--- src/hdl/pidaw_pkg.sv ---
// Shared constants, codes and handshake structs for the PID regulator.
`timescale 1ns / 1ps

package pidaw_pkg;

    // Fixed-point formats
    localparam int FRAC_BITS = 16;
    localparam int GAIN_W    = 16;
    localparam int GAIN_FRAC = 8;

    // Field widths
    localparam int KIND_W    = 2;
    localparam int IN_W      = 31;
    localparam int LT_W      = 16;
    localparam int DRIVE_W   = 25;
    localparam int CFG_IDX_W = 2;

    // State widths
    localparam int ERR_W = 32;
    localparam int SUM_W = 48;

    // Serial multiplier: wide multiplicand times a 16-bit gain or loop time
    localparam int MC_W   = 48;
    localparam int MP_W   = 16;
    localparam int PROD_W = MC_W + MP_W;

    // Serial divider: |sum| * lt (below 2^63) scaled by 256, over 1000 * Ti
    localparam int DIVD_W = PROD_W - 1 + GAIN_FRAC;
    localparam int DIVS_W = 26;

    // Register reset values
    localparam logic [GAIN_W-1:0] P_RESET  = 16'd512;
    localparam logic [GAIN_W-1:0] TI_RESET = 16'd5120;
    localparam logic [GAIN_W-1:0] D_RESET  = 16'd0;

    // Item kinds
    typedef enum logic [KIND_W-1:0] {
        KIND_BIASED = 2'd0,
        KIND_SIGNED = 2'd1,
        KIND_SKIP   = 2'd2
    } kind_t;

    // Configuration register indexes
    typedef enum logic [CFG_IDX_W-1:0] {
        REG_P_GAIN = 2'd0,
        REG_TI     = 2'd1,
        REG_D_GAIN = 2'd2
    } cfg_reg_t;

    // Multiplier request
    typedef struct packed {
        logic              start;
        logic [MC_W-1:0]   mcand;
        logic [MP_W-1:0]   mplier;
    } mul_req_t;

    // Divider request
    typedef struct packed {
        logic              start;
        logic [DIVD_W-1:0] dividend;
        logic [DIVS_W-1:0] divisor;
    } div_req_t;

endpackage

--- src/hdl/pidaw_mul.sv ---
// Bit-serial shift-add multiplier, one multiplier bit per cycle.
`timescale 1ns / 1ps

module pidaw_mul (
    input  logic                          clk,
    input  logic                          rst_n,
    input  pidaw_pkg::mul_req_t           req,
    output logic                          done,
    output logic [pidaw_pkg::PROD_W-1:0]  prod
);

    localparam int CNT_W = $clog2(pidaw_pkg::MP_W);

    logic                          busy_reg;
    logic                          done_reg;
    logic [CNT_W-1:0]              cnt_reg;
    logic [pidaw_pkg::MC_W-1:0]    mc_reg;
    logic [pidaw_pkg::PROD_W-1:0]  prod_reg;
    logic [pidaw_pkg::MC_W:0]      part_next;

    // Add the multiplicand into the upper half when the low bit is set
    assign part_next = {1'b0, prod_reg[pidaw_pkg::PROD_W-1:pidaw_pkg::MP_W]}
                     + (prod_reg[0] ? {1'b0, mc_reg} : {(pidaw_pkg::MC_W + 1){1'b0}});

    // Sequencing
    always_ff @(posedge clk or negedge rst_n)
    begin
        if (!rst_n)
        begin
            busy_reg <= 1'b0;
            done_reg <= 1'b0;
            cnt_reg  <= '0;
        end
        else
        begin
            done_reg <= 1'b0;
            if (req.start)
            begin
                busy_reg <= 1'b1;
                cnt_reg  <= '0;
            end
            else if (busy_reg)
            begin
                cnt_reg <= cnt_reg + 1'b1;
                if (cnt_reg == CNT_W'(pidaw_pkg::MP_W - 1))
                begin
                    busy_reg <= 1'b0;
                    done_reg <= 1'b1;
                end
            end
        end
    end

    // Shift register: partial product above, remaining multiplier bits below
    always_ff @(posedge clk)
    begin
        if (req.start)
        begin
            mc_reg   <= req.mcand;
            prod_reg <= {{pidaw_pkg::MC_W{1'b0}}, req.mplier};
        end
        else if (busy_reg)
        begin
            prod_reg <= {part_next, prod_reg[pidaw_pkg::MP_W-1:1]};
        end
    end

    assign done = done_reg;
    assign prod = prod_reg;

endmodule

--- src/hdl/pidaw_div.sv ---
// Restoring bit-serial divider, one quotient bit per cycle.
`timescale 1ns / 1ps

module pidaw_div (
    input  logic                          clk,
    input  logic                          rst_n,
    input  pidaw_pkg::div_req_t           req,
    output logic                          done,
    output logic [pidaw_pkg::DIVD_W-1:0]  quo
);

    localparam int CNT_W = $clog2(pidaw_pkg::DIVD_W);

    logic                          busy_reg;
    logic                          done_reg;
    logic [CNT_W-1:0]              cnt_reg;
    logic [pidaw_pkg::DIVS_W-1:0]  rem_reg;
    logic [pidaw_pkg::DIVS_W-1:0]  dvs_reg;
    logic [pidaw_pkg::DIVD_W-1:0]  quo_reg;
    logic [pidaw_pkg::DIVS_W:0]    trial;
    logic [pidaw_pkg::DIVS_W:0]    diff;
    logic                          fits;

    // Bring down the next dividend bit and try the subtraction
    assign trial = {rem_reg, quo_reg[pidaw_pkg::DIVD_W-1]};
    assign diff  = trial - {1'b0, dvs_reg};
    assign fits  = (trial >= {1'b0, dvs_reg});

    // Sequencing
    always_ff @(posedge clk or negedge rst_n)
    begin
        if (!rst_n)
        begin
            busy_reg <= 1'b0;
            done_reg <= 1'b0;
            cnt_reg  <= '0;
        end
        else
        begin
            done_reg <= 1'b0;
            if (req.start)
            begin
                busy_reg <= 1'b1;
                cnt_reg  <= '0;
            end
            else if (busy_reg)
            begin
                cnt_reg <= cnt_reg + 1'b1;
                if (cnt_reg == CNT_W'(pidaw_pkg::DIVD_W - 1))
                begin
                    busy_reg <= 1'b0;
                    done_reg <= 1'b1;
                end
            end
        end
    end

    // Remainder and quotient shift registers
    always_ff @(posedge clk)
    begin
        if (req.start)
        begin
            rem_reg <= '0;
            dvs_reg <= req.divisor;
            quo_reg <= req.dividend;
        end
        else if (busy_reg)
        begin
            rem_reg <= fits ? diff[pidaw_pkg::DIVS_W-1:0] : trial[pidaw_pkg::DIVS_W-1:0];
            quo_reg <= {quo_reg[pidaw_pkg::DIVD_W-2:0], fits};
        end
    end

    assign done = done_reg;
    assign quo  = quo_reg;

endmodule

--- src/hdl/pid_regulator_antiwindup.sv ---
// PID regulator with anti-windup: sequencer, state and output stage.
//
// Usage: an input item (kind, setpoint, measured, loop_time_ms) is taken when
// in_valid and in_ready are both high; in_ready is high only while no item is
// in work. Kinds biased and signed produce one result item (drive, saturated)
// on the out_valid/out_ready channel; a skip item and the unused kind produce
// none. Gains are written through cfg_valid/cfg_ready/cfg_index/cfg_data
// (0 P gain, 1 integral time, 2 D gain); cfg_ready is always high and writes
// belong in idle periods.
// The time from acceptance to result is set by the shared bit-serial
// multiplier (up to three products) and the 71-step restoring divider of the
// integral term; the integral product and divider run only with integral
// action on, the derivative product only with derivative action on. A skip
// item returns to idle from the error state. One item is in work at a time.
// Reset clears the error sum and the last error, loads the gain reset values
// and empties the output register. A stalled receiver holds the result in the
// output register while the next item is taken and worked; that item waits in
// its final state until the register frees.
`timescale 1ns / 1ps

module pid_regulator_antiwindup (
    input  logic                                   clk,
    input  logic                                   rst_n,
    // input channel
    input  logic                                   in_valid,
    output logic                                   in_ready,
    input  logic [pidaw_pkg::KIND_W-1:0]           kind,
    input  logic signed [pidaw_pkg::IN_W-1:0]      setpoint,
    input  logic signed [pidaw_pkg::IN_W-1:0]      measured,
    input  logic [pidaw_pkg::LT_W-1:0]             loop_time_ms,
    // result channel
    output logic                                   out_valid,
    input  logic                                   out_ready,
    output logic signed [pidaw_pkg::DRIVE_W-1:0]   drive,
    output logic                                   saturated,
    // configuration channel
    input  logic                                   cfg_valid,
    output logic                                   cfg_ready,
    input  logic [pidaw_pkg::CFG_IDX_W-1:0]        cfg_index,
    input  logic [pidaw_pkg::GAIN_W-1:0]           cfg_data
);

    localparam int ERR_W   = pidaw_pkg::ERR_W;
    localparam int SUM_W   = pidaw_pkg::SUM_W;
    localparam int IN_W    = pidaw_pkg::IN_W;
    localparam int MC_W    = pidaw_pkg::MC_W;
    localparam int DIFF_W  = ERR_W + 1;
    localparam int IQ_BIT  = 42;
    localparam int ITERM_W = IQ_BIT + 2;
    localparam int DTERM_W = 41;
    localparam int TERM_W  = 45;
    localparam int TMAG_W  = 41;
    localparam int U_W     = 50;
    localparam int GF      = pidaw_pkg::GAIN_FRAC;
    localparam int TI_SCALE = 1000;

    localparam logic signed [TERM_W-1:0] TERM_LIM = 45'sh100_0000_0000;
    localparam logic signed [TERM_W-1:0] TERM_NEG = -TERM_LIM;
    localparam logic signed [U_W-1:0] BIAS = U_W'(64'(100) << pidaw_pkg::FRAC_BITS);
    localparam logic signed [U_W-1:0] HI_B = U_W'(64'(200) << pidaw_pkg::FRAC_BITS);
    localparam logic signed [U_W-1:0] LO_B = '0;
    localparam logic signed [U_W-1:0] HI_S = U_W'(64'(30) << pidaw_pkg::FRAC_BITS);
    localparam logic signed [U_W-1:0] LO_S = -HI_S;
    localparam logic [U_W-1:0] FRAC_MASK = U_W'((64'(1) << pidaw_pkg::FRAC_BITS) - 64'(1));

    typedef enum logic [3:0] {
        S_IDLE,
        S_ERR,
        S_SUM,
        S_ISTART,
        S_IMUL,
        S_IDIV,
        S_DSTART,
        S_DMUL,
        S_TOTAL,
        S_PSTART,
        S_PMUL,
        S_CLAMP,
        S_OUT
    } state_t;

    // Saturate a one-bit-wider sum into the error sum range
    function automatic logic signed [SUM_W-1:0] sat_sum(input logic signed [SUM_W:0] a);
        logic signed [SUM_W-1:0] r;
        if (a[SUM_W] != a[SUM_W-1])
            r = a[SUM_W] ? {1'b1, {(SUM_W - 1){1'b0}}} : {1'b0, {(SUM_W - 1){1'b1}}};
        else
            r = a[SUM_W-1:0];
        return r;
    endfunction

    state_t                              state_reg;
    logic [pidaw_pkg::GAIN_W-1:0]        p_gain_reg;
    logic [pidaw_pkg::GAIN_W-1:0]        ti_reg;
    logic [pidaw_pkg::GAIN_W-1:0]        d_gain_reg;
    logic signed [SUM_W-1:0]             sum_reg;
    logic signed [ERR_W-1:0]             prev_reg;
    logic                                out_valid_reg;
    logic signed [pidaw_pkg::DRIVE_W-1:0] drive_reg;
    logic                                sat_reg;

    // item working registers
    logic [pidaw_pkg::KIND_W-1:0]        kind_reg;
    logic signed [IN_W-1:0]              sp_reg;
    logic signed [IN_W-1:0]              meas_reg;
    logic [pidaw_pkg::LT_W-1:0]          lt_reg;
    logic signed [ERR_W-1:0]             err_reg;
    logic signed [ITERM_W-1:0]           iterm_reg;
    logic signed [DTERM_W-1:0]           dterm_reg;
    logic                                dneg_reg;
    logic                                tneg_reg;
    logic [TMAG_W-1:0]                   tmag_reg;
    logic signed [U_W-1:0]               u_reg;
    logic signed [pidaw_pkg::DRIVE_W-1:0] res_drive_reg;
    logic                                res_sat_reg;

    logic                                ti_on;
    logic                                d_on;
    logic signed [ERR_W-1:0]             err_w;
    logic signed [SUM_W:0]               sum_x;
    logic signed [SUM_W:0]               err_x;
    logic signed [SUM_W:0]               prev_x;
    logic signed [SUM_W-1:0]             sum_plus_err;
    logic signed [SUM_W-1:0]             sum_minus_err;
    logic signed [SUM_W-1:0]             sum_minus_prev;
    logic [SUM_W-1:0]                    sum_mag;
    logic signed [DIFF_W-1:0]            diff_w;
    logic [DIFF_W-1:0]                   diff_mag;
    logic [IQ_BIT:0]                     iq_mag;
    logic signed [ITERM_W-1:0]           iterm_w;
    logic [DTERM_W-2:0]                  dmag_w;
    logic signed [DTERM_W-1:0]           dterm_w;
    logic signed [TERM_W-1:0]            total_w;
    logic signed [TERM_W-1:0]            total_c;
    logic [TERM_W-1:0]                   tabs_w;
    logic [U_W-2:0]                      umag_w;
    logic signed [U_W-1:0]               u_w;
    logic signed [U_W-1:0]               v_w;
    logic signed [U_W-1:0]               lo_w;
    logic signed [U_W-1:0]               hi_w;
    logic signed [U_W-1:0]               clamp_w;
    logic signed [U_W-1:0]               drive_w;
    logic                                sat_w;

    pidaw_pkg::mul_req_t                 mul_req;
    logic                                mul_done;
    logic [pidaw_pkg::PROD_W-1:0]        mul_prod;
    pidaw_pkg::div_req_t                 div_req;
    logic                                div_done;
    logic [pidaw_pkg::DIVD_W-1:0]        div_quo;

    assign ti_on = (ti_reg != '0);
    assign d_on  = (d_gain_reg != '0);

    // Error and error sum arithmetic
    assign err_w  = {sp_reg[IN_W-1], sp_reg} - {meas_reg[IN_W-1], meas_reg};
    assign sum_x  = {sum_reg[SUM_W-1], sum_reg};
    assign err_x  = {{(SUM_W + 1 - ERR_W){err_reg[ERR_W-1]}}, err_reg};
    assign prev_x = {{(SUM_W + 1 - ERR_W){prev_reg[ERR_W-1]}}, prev_reg};
    assign sum_plus_err   = sat_sum(sum_x + err_x);
    assign sum_minus_err  = sat_sum(sum_x - err_x);
    assign sum_minus_prev = sat_sum(sum_x - prev_x);
    assign sum_mag = sum_reg[SUM_W-1] ? (~sum_reg + 1'b1) : sum_reg;

    // Derivative difference uses the last error before it is replaced
    assign diff_w   = {prev_reg[ERR_W-1], prev_reg} - {err_reg[ERR_W-1], err_reg};
    assign diff_mag = diff_w[DIFF_W-1] ? (~diff_w + 1'b1) : diff_w;

    // Integral term: quotient limited to 2^42, far past the term clamp
    assign iq_mag  = (|div_quo[pidaw_pkg::DIVD_W-1:IQ_BIT])
                   ? {1'b1, {IQ_BIT{1'b0}}} : div_quo[IQ_BIT:0];
    assign iterm_w = sum_reg[SUM_W-1] ? -{1'b0, iq_mag} : {1'b0, iq_mag};

    // Derivative term
    assign dmag_w  = mul_prod[GF+DTERM_W-2:GF];
    assign dterm_w = dneg_reg ? -{1'b0, dmag_w} : {1'b0, dmag_w};

    // Term sum, clamped to +-2^40
    assign total_w = {{(TERM_W - ERR_W){err_reg[ERR_W-1]}}, err_reg}
                   + {{(TERM_W - ITERM_W){iterm_reg[ITERM_W-1]}}, iterm_reg}
                   + {{(TERM_W - DTERM_W){dterm_reg[DTERM_W-1]}}, dterm_reg};

    always_comb
    begin
        priority if (total_w > TERM_LIM)
            total_c = TERM_LIM;
        else if (total_w < TERM_NEG)
            total_c = TERM_NEG;
        else
            total_c = total_w;
    end

    assign tabs_w = total_c[TERM_W-1] ? (~total_c + 1'b1) : total_c;

    // Proportional scaling
    assign umag_w = mul_prod[GF+U_W-2:GF];
    assign u_w    = tneg_reg ? -{1'b0, umag_w} : {1'b0, umag_w};

    // Bias, clamp and saturation flag
    always_comb
    begin
        if (kind_reg == pidaw_pkg::KIND_BIASED)
        begin
            v_w  = u_reg + BIAS;
            lo_w = LO_B;
            hi_w = HI_B;
        end
        else
        begin
            v_w  = u_reg;
            lo_w = LO_S;
            hi_w = HI_S;
        end
        priority if (v_w > hi_w)
            clamp_w = hi_w;
        else if (v_w < lo_w)
            clamp_w = lo_w;
        else
            clamp_w = v_w;
        sat_w = (clamp_w == lo_w) || (clamp_w == hi_w);
        if (kind_reg == pidaw_pkg::KIND_BIASED)
            drive_w = $signed(clamp_w & ~FRAC_MASK);
        else
            drive_w = clamp_w;
    end

    // Shared multiplier operand select
    always_comb
    begin
        mul_req = '0;
        unique case (state_reg)
            S_ISTART:
            begin
                mul_req.start  = 1'b1;
                mul_req.mcand  = sum_mag;
                mul_req.mplier = lt_reg;
            end
            S_DSTART:
            begin
                mul_req.start  = d_on;
                mul_req.mcand  = MC_W'(diff_mag);
                mul_req.mplier = d_gain_reg;
            end
            S_PSTART:
            begin
                mul_req.start  = 1'b1;
                mul_req.mcand  = MC_W'(tmag_reg);
                mul_req.mplier = p_gain_reg;
            end
            default:
            begin
                mul_req = '0;
            end
        endcase
    end

    // Divider launch right after the integral product
    assign div_req.start    = (state_reg == S_IMUL) && mul_done;
    assign div_req.dividend = {mul_prod[pidaw_pkg::PROD_W-2:0], {GF{1'b0}}};
    assign div_req.divisor  = pidaw_pkg::DIVS_W'(32'(ti_reg) * 32'(TI_SCALE));

    pidaw_mul u_mul (
        .clk   (clk),
        .rst_n (rst_n),
        .req   (mul_req),
        .done  (mul_done),
        .prod  (mul_prod)
    );

    pidaw_div u_div (
        .clk   (clk),
        .rst_n (rst_n),
        .req   (div_req),
        .done  (div_done),
        .quo   (div_quo)
    );

    // Sequencer, regulator state, gains and output register
    always_ff @(posedge clk or negedge rst_n)
    begin
        if (!rst_n)
        begin
            state_reg     <= S_IDLE;
            p_gain_reg    <= pidaw_pkg::P_RESET;
            ti_reg        <= pidaw_pkg::TI_RESET;
            d_gain_reg    <= pidaw_pkg::D_RESET;
            sum_reg       <= '0;
            prev_reg      <= '0;
            out_valid_reg <= 1'b0;
            drive_reg     <= '0;
            sat_reg       <= 1'b0;
        end
        else
        begin
            if (cfg_valid)
            begin
                unique case (cfg_index)
                    pidaw_pkg::REG_P_GAIN: p_gain_reg <= cfg_data;
                    pidaw_pkg::REG_TI:     ti_reg     <= cfg_data;
                    pidaw_pkg::REG_D_GAIN: d_gain_reg <= cfg_data;
                    default:               ;
                endcase
            end

            if (out_valid_reg && out_ready)
                out_valid_reg <= 1'b0;

            unique case (state_reg)
                S_IDLE:
                begin
                    if (in_valid)
                        state_reg <= S_ERR;
                end
                S_ERR:
                begin
                    unique case (kind_reg)
                        pidaw_pkg::KIND_BIASED,
                        pidaw_pkg::KIND_SIGNED:
                        begin
                            state_reg <= S_SUM;
                        end
                        pidaw_pkg::KIND_SKIP:
                        begin
                            if (ti_on)
                                sum_reg <= sum_minus_prev;
                            state_reg <= S_IDLE;
                        end
                        default:
                        begin
                            state_reg <= S_IDLE;
                        end
                    endcase
                end
                S_SUM:
                begin
                    if (ti_on)
                    begin
                        sum_reg   <= sum_plus_err;
                        state_reg <= S_ISTART;
                    end
                    else
                    begin
                        state_reg <= S_DSTART;
                    end
                end
                S_ISTART:
                begin
                    state_reg <= S_IMUL;
                end
                S_IMUL:
                begin
                    if (mul_done)
                        state_reg <= S_IDIV;
                end
                S_IDIV:
                begin
                    if (div_done)
                        state_reg <= S_DSTART;
                end
                S_DSTART:
                begin
                    if (kind_reg == pidaw_pkg::KIND_SIGNED || d_on)
                        prev_reg <= err_reg;
                    state_reg <= d_on ? S_DMUL : S_TOTAL;
                end
                S_DMUL:
                begin
                    if (mul_done)
                        state_reg <= S_TOTAL;
                end
                S_TOTAL:
                begin
                    state_reg <= S_PSTART;
                end
                S_PSTART:
                begin
                    state_reg <= S_PMUL;
                end
                S_PMUL:
                begin
                    if (mul_done)
                        state_reg <= S_CLAMP;
                end
                S_CLAMP:
                begin
                    // anti-windup: back this error out of the sum at a limit
                    if (ti_on && sat_w)
                        sum_reg <= sum_minus_err;
                    state_reg <= S_OUT;
                end
                S_OUT:
                begin
                    if (!out_valid_reg || out_ready)
                    begin
                        out_valid_reg <= 1'b1;
                        drive_reg     <= res_drive_reg;
                        sat_reg       <= res_sat_reg;
                        state_reg     <= S_IDLE;
                    end
                end
                default:
                begin
                    state_reg <= S_IDLE;
                end
            endcase
        end
    end

    // Item datapath registers
    always_ff @(posedge clk)
    begin
        unique case (state_reg)
            S_IDLE:
            begin
                if (in_valid)
                begin
                    kind_reg <= kind;
                    sp_reg   <= setpoint;
                    meas_reg <= measured;
                    lt_reg   <= loop_time_ms;
                end
            end
            S_ERR:
            begin
                err_reg   <= err_w;
                iterm_reg <= '0;
                dterm_reg <= '0;
            end
            S_IDIV:
            begin
                if (div_done)
                    iterm_reg <= iterm_w;
            end
            S_DSTART:
            begin
                dneg_reg <= diff_w[DIFF_W-1];
            end
            S_DMUL:
            begin
                if (mul_done)
                    dterm_reg <= dterm_w;
            end
            S_TOTAL:
            begin
                tneg_reg <= total_c[TERM_W-1];
                tmag_reg <= tabs_w[TMAG_W-1:0];
            end
            S_PMUL:
            begin
                if (mul_done)
                    u_reg <= u_w;
            end
            S_CLAMP:
            begin
                res_drive_reg <= drive_w[pidaw_pkg::DRIVE_W-1:0];
                res_sat_reg   <= sat_w;
            end
            default:
            begin
            end
        endcase
    end

    assign in_ready  = (state_reg == S_IDLE);
    assign cfg_ready = 1'b1;
    assign out_valid = out_valid_reg;
    assign drive     = drive_reg;
    assign saturated = sat_reg;

    // One item in work at a time
    a_one_item: assert property (@(posedge clk) disable iff (!rst_n)
        (in_valid && in_ready) |=> !in_ready)
        else $error("input taken while an item is in work");

    // Multiplier results only arrive while the sequencer waits for them
    a_mul_done: assert property (@(posedge clk) disable iff (!rst_n)
        mul_done |-> (state_reg == S_IMUL || state_reg == S_DMUL || state_reg == S_PMUL))
        else $error("multiplier finished outside a wait state");

    // Divider result only arrives in the integral wait
    a_div_done: assert property (@(posedge clk) disable iff (!rst_n)
        div_done |-> (state_reg == S_IDIV))
        else $error("divider finished outside the integral wait");

    // A saturated result sits on one of the clamp limits
    a_sat_limit: assert property (@(posedge clk) disable iff (!rst_n)
        (out_valid && saturated) |->
            (drive == pidaw_pkg::DRIVE_W'(LO_B) || drive == pidaw_pkg::DRIVE_W'(HI_B)
             || drive == pidaw_pkg::DRIVE_W'(LO_S) || drive == pidaw_pkg::DRIVE_W'(HI_S)))
        else $error("saturated flag without a clamp limit on drive");

endmodule

--- config.mk ---
export PLATFORM = sky130hd
export DESIGN_NAME = pid_regulator_antiwindup
export DESIGN_NICKNAME = d
export VERILOG_FILES = /design/src/hdl/pidaw_pkg.sv /design/src/hdl/pidaw_mul.sv /design/src/hdl/pidaw_div.sv /design/src/hdl/pid_regulator_antiwindup.sv
export SDC_FILE = /design/constraint.sdc
export NUM_CORES = 2
export LEC_CHECK = 0
export BUFFER_PORTS_ARGS = -buffer_cell sky130_fd_sc_hd__buf_2
export CAP_MARGIN = 15
export CORE_ASPECT_RATIO = 1.4
export CORE_MARGIN = 4
export CORE_UTILIZATION = 45
export CTS_CLUSTER_DIAMETER = 80
export DETAILED_ROUTE_END_ITERATION = 8
export SKIP_CTS_REPAIR_TIMING = 1
export SYNTH_ARGS = -nofsm -noshare
export SYNTH_HDL_FRONTEND = slang
export SYNTH_SLANG_ARGS = --single-unit
--- constraint.sdc ---
create_clock -name clk -period 13.9 [get_ports clk]
set_input_delay 1.39 -clock clk [delete_from_list [all_inputs] [get_ports clk]]
set_output_delay 1.39 -clock clk [all_outputs]
set_load 0.03 [all_outputs]
Yosys cells after proc, flatten, opt, wreduce, memory -nomap -nowiden:

Cells that the tools add are included.

* register bits after elaboration: 722
* output and inout port bits: 29
* word-level logic and storage cells: 192

* add/sub/neg operators: 18
* multipliers: 1
* order comparisons: 5
* equality and inequality tests: 33
* mux-type cells: 65
* bitwise logic cells: 3
* reduce and logical (&&, ||, !) cells: 30

Operators by type and width (number)
* 2-to-1 mux 48 bit: 12
* 2-to-1 mux 50 bit: 4
* one-hot mux 65 bit (3 select lines): 1
* one-hot mux 48 bit (3 select lines): 1
* 2-to-1 mux 71 bit: 2
* 2-to-1 mux 41 bit: 3
* == test 50 bit: 2
* subtractor 48 x 32 -> 49 bit: 2
* 2-to-1 mux 45 bit: 2
* 2-to-1 mux 44 bit: 2
* one-hot mux 44 bit (2 select lines): 1
* one-hot mux 41 bit (2 select lines): 1
* one-hot mux 4 bit (13 select lines): 1
* adder 50 x 24 -> 50 bit, second input constant: 1
* greater-than comparator 50 bit: 1
* less-than comparator 50 bit: 1
* negation 49 -> 50 bit: 1
* adder 48 x 32 -> 49 bit: 1
* adder 48 x 48 -> 49 bit: 1
* 2-to-1 mux 49 bit: 1
* adder 48 x 1 -> 48 bit, second input constant: 1
* NOT 48 bit: 1
* adder 32 x 44 -> 45 bit: 1
* adder 45 bit: 1
* other kinds (48): 110

Depth between registers and ports, before layout:

* depth in word-level cells: 10
* mapped depth: 31
* mapped depth without buffers: 28

Modules after synthesis:

Synthesis repeated with hierarchy kept, for this count alone.

* cell total of the unflattened synthesis: 6235
* area, all modules: 57844.2 sq um

Modules (own cells, without submodules)
* pid_regulator_antiwindup: times used 1, cells each 4952, area an instance 43963.4 sq um
* pidaw_mul: times used 1, cells each 724, area an instance 7173.1 sq um
* pidaw_div: times used 1, cells each 559, area an instance 6707.7 sq um

Worst setup path before layout:

Ideal clock, no wire load.

* path type: reg-to-reg
* start point: reg err_reg[31]
* end point: reg tmag_reg[40] (data pin)
* library setup time: 262 ps
* arrival: 7359 ps
* data required time: 13638 ps
* path slack: 6279 ps
* cell stages (with the launch flop): 32
* cell sequence: edfxtp_1 -> fa_1 -> ha_1 -> clkbuf_1 -> a21o_1 -> a21o_1 -> a21oi_1 -> nand2_1 -> nand2_1 -> a2bb2oi_1 -> o311ai_0 -> a31oi_1 -> xnor2_1 -> nand2_1 -> nor2_1 -> nand3_1 -> ha_1 -> clkbuf_1 -> nor3_4 -> buf_4 -> nand2_1 -> ha_1 -> clkbuf_1 -> inv_1 -> nor4_2 -> nand3_1 -> nor2b_1 -> nand2_1 -> nor2_1 -> a21oi_1 -> o31ai_1 -> mux2_1

* longest elaborated chain between the ends: 8

RTL lines
* start, declared: RTL line pid_regulator_antiwindup.sv:107 `logic signed [ERR_W-1:0] err_reg;`
* start signal, assigned: RTL line pid_regulator_antiwindup.sv:425 `err_reg <= err_w;`
* adder 32 x 44 -> 45 bit *: RTL line pid_regulator_antiwindup.sv:180 `+ {{(TERM_W - ITERM_W){iterm_reg[ITERM_W-1]}}, iterm_reg}`
* adder 45 bit *: RTL line pid_regulator_antiwindup.sv:181 `+ {{(TERM_W - DTERM_W){dterm_reg[DTERM_W-1]}}, dterm_reg};`
* less-than comparator 45 x 41 -> 1 bit: RTL line pid_regulator_antiwindup.sv:187 `else if (total_w < TERM_NEG)`
* 2-to-1 mux 45 bit: RTL line pid_regulator_antiwindup.sv:187
* 2-to-1 mux 45 bit *: RTL line pid_regulator_antiwindup.sv:185 `priority if (total_w > TERM_LIM)`
* NOT 41 bit: RTL line pid_regulator_antiwindup.sv:193 `assign tabs_w = total_c[TERM_W-1] ? (~total_c + 1'b1) : total_c;`
* adder 41 x 1 -> 41 bit: RTL line pid_regulator_antiwindup.sv:193
* 2-to-1 mux 41 bit *: RTL line pid_regulator_antiwindup.sv:193
* via tabs_w[40]: RTL line pid_regulator_antiwindup.sv:135 `logic [TERM_W-1:0] tabs_w;`
* end signal, assigned: RTL line pid_regulator_antiwindup.sv:446 `tmag_reg <= tabs_w[TMAG_W-1:0];`
* end, declared: RTL line pid_regulator_antiwindup.sv:112 `logic [TMAG_W-1:0] tmag_reg;`

The timed path passes the listed nets; every way through them passes the cells marked *.
A chain may end at the register's enable or synchronous reset.

Worst setup path after layout:

* start point: reg err_reg[1]
* end point: reg tmag_reg[40] (data pin)

The elaborated chain is that of the path after synthesis.

==> reports/summary.txt <==
Post-synth cell types: 121
Hold path start: res_drive_reg[5]
Clock Tree Buf Depth: 3
Initial DRC Count: 3677
DIE AREA: 0.130 mm2
Slowest-stage cell, CP: ha_1
Slew headroom: 0.136
Top cells by area, synth: edfxtp_1, ha_1, dfrtp_1, xnor2_1, nand2_1
Die width: 306 um
Worst Tran Pin Value: 1.28 ns
Final hold vios: 0
Run status: finished, final reports clean
CTS clk-pin slew, worst paths: 0.07 ns
Count of pins over their slew limit: 0
WP buf/inv: 2
Fraction of synthesized cell area taken by the top area cell type: 0.251
Worst Setup Start Kind: register
Ys Warns: 0
Vias: 46800
# H-tree levels: 3
WL/cell: 23.3 um
First-pass GRT wire length: 276 mm
CTS tree: built
TritonCTS buffer count: 84
CP delay by family, top: compound AO/OA/AOI/OAI gates
Fillers: 11600
Pin count of the biggest net entering global routing: 76
Mux contribution to synthesized area: 0.0278
Post-synthesis sequential area ratio: 0.358
DRC viols: 0
Num Clock Sinks: 722
Starting Density: 0.454
Drt via density: 5.99
Ys async rst share: 0.241
Final #Nets: 6740
Share of cells above drive strength 1: 0.0821
Final setup fails: 0
Post-route ant nets: 0
Core Box Area: 0.123 mm2
Setup TNS: 0 ns
Row count: 152
Largest family of logic cells by synthesized area: compound AO/OA/AOI/OAI gates
Synth Net Count: 6738
Simple logic cell fraction of the synthesized area: 0.176
Final period util: 0.602
RSZ-0062 raised after global routing: no
R2R Path Start: err_reg[1]
Critical-path maximum fanout: 11
Worst Hold Class: reg2reg
Avg Synthesized Cell Area: 9.13 um2
Max-Cap Viols: 0
CP max stage delay: 0.54 ns
Synth Register Bits: 722
GRT Overall Usage: 0.274
I/O Buffers: 130
Vias in the first global route: 46100
Crit path DAT: 8.84 ns
Wirelength, routed: 182 mm
Mapped cell area: 0.0558 mm2
Critical path class: reg2reg
Final setup skew: 0.0477 ns
Root buffer cell: clkbuf_16
Data required time of the worst path: 14.37 ns
Max reg flops: 71
Post-synth EDFFs: 466
Register area: 0.0200 mm2
Worst Setup SP: err_reg[1]
Synth-to-Final Area Change: 9.01%
Top_reg_cell synth: edfxtp_1
Initial antenna violation count: 12
Area of the multi-input gates: 0.0337 mm2
Post-Syn Instances: 6115
Xor and xnor area share after synthesis: 0.0791
Clock latency on the worst-skew pair: 0.73 ns
Dpl hpwl: 142 mm
Total grt overflow: 0
Pre-antenna DRT Iters: 7
CP Capture Type: register
Compound-Gate Fraction of Synth Area: 0.188
Top-level port count: 132
Die Span Y: 425 um
Post-synthesis adder-cell area fraction: 0.131
Fin crit period: 8.37 ns
Yosys top cell by area: edfxtp_1
GP Congestion: 0.963
Peak Freq: 119 MHz
-- cells in the mapped netlist, drive strengths merged, types with 106 or more instances --
cell type,count
nand2,597
fa,106
inv,304
clkbuf,207
xnor2,315
a21o,152
nor2,533
xor2,189
edfxtp,466
ha,414
nor3,136
dfrtp,171
o21ai,380
nand3,169
a21oi,442
-- cells by family after synthesis --
kind of cell | count (synthesis)
simple gates | 2043
compound gates | 1607
flops | 722
buf+inv | 572
fa+ha+maj | 521
xor+xnor | 504
mux | 145
other cells | 1
-- cell type report --
cell class,instances,share of cell area
Antenna cell,5,0.000206
Clock buffer,110,0.0382
Clock inverter,48,0.00903
Inverter,305,0.0189
Multi-Input combinational cell,4821,0.554
Sequential cell,722,0.329
Tap cell,1617,0.0333
Timing Repair Buffer,183,0.0175
-- cell usage in the layout, fill, tap and decap left out, types with 61 or more instances in the layout --
cell type  instances
a21oi_1          441
dfrtp_1          168
and3_1            73
or3_1             74
o21a_1            67
edfxtp_1         466
a21o_1           149
inv_1            299
nand4_1           61
clkbuf_16         88
nand2b_1          81
nor3_1           133
nor2_1           527
buf_2            129
ha_1             414
xnor2_1          315
and2_1            80
fa_1             106
mux2i_1           64
xor2_1           189
mux2_2            79
nand2_1          593
nand3_1          167
dfxtp_1           82
o21ai_0          363
-- worst register-to-register path, delay by kind of cell (launching register included) --
kind                       cells  cell delay [ns]
AOI/OAI and AO/OA             10             2.69
adders and majority gates      5             2.17
and+or+nand+nor               10             1.86
DFF                            1             0.48
buffers and inverters          2             0.38
muxes                          1             0.35
xor gates and xnor gates       1             0.19
-- routing by layer --
metal,share of wire,routed length [um],GRT usage,up-vias
li1,-,-,-,22200
met1,0.39,70400,0.318,22700
met2,0.50,90800,0.489,1438
met3,0.049,8980,0.0311,432
met4,0.066,12000,0.157,4
met5,0.00012,21,0,-
-- final timing paths --
kind / endpoint / cells after the start / slack [ns]
worst max-delay path: tmag_reg[40] / 29 / 5.53
worst min-delay path: drive[5] / 1 / 0.47
worst max register to register: tmag_reg[40] / 29 / 5.53
worst min register to register: drive[5] / 1 / 0.47
max in group asynchronous: u_div.busy_reg / 2 / 11.81
min in group asynchronous: prev_reg[9] / 1 / 0.67
-- through the flow --
stage                     instance area, um2  setup slack (ns)  utilization  cells  hold WS, ns
after CTS                              60800              5.55        0.495   7805        0.478
final                                  60800              5.53        0.495   7811        0.475
after global routing                   60800              4.93        0.495   7807        0.492
after global placement                 57900              5.71        0.472   7647        0.461
after floorplan                        55800              6.28            -   6115        0.455
after detailed placement               57900              5.59        0.472   7647        0.464
Power is left out: the tool's default activity adds up to more than one toggle a clock period on the data nets, which glitch-free logic cannot reach.
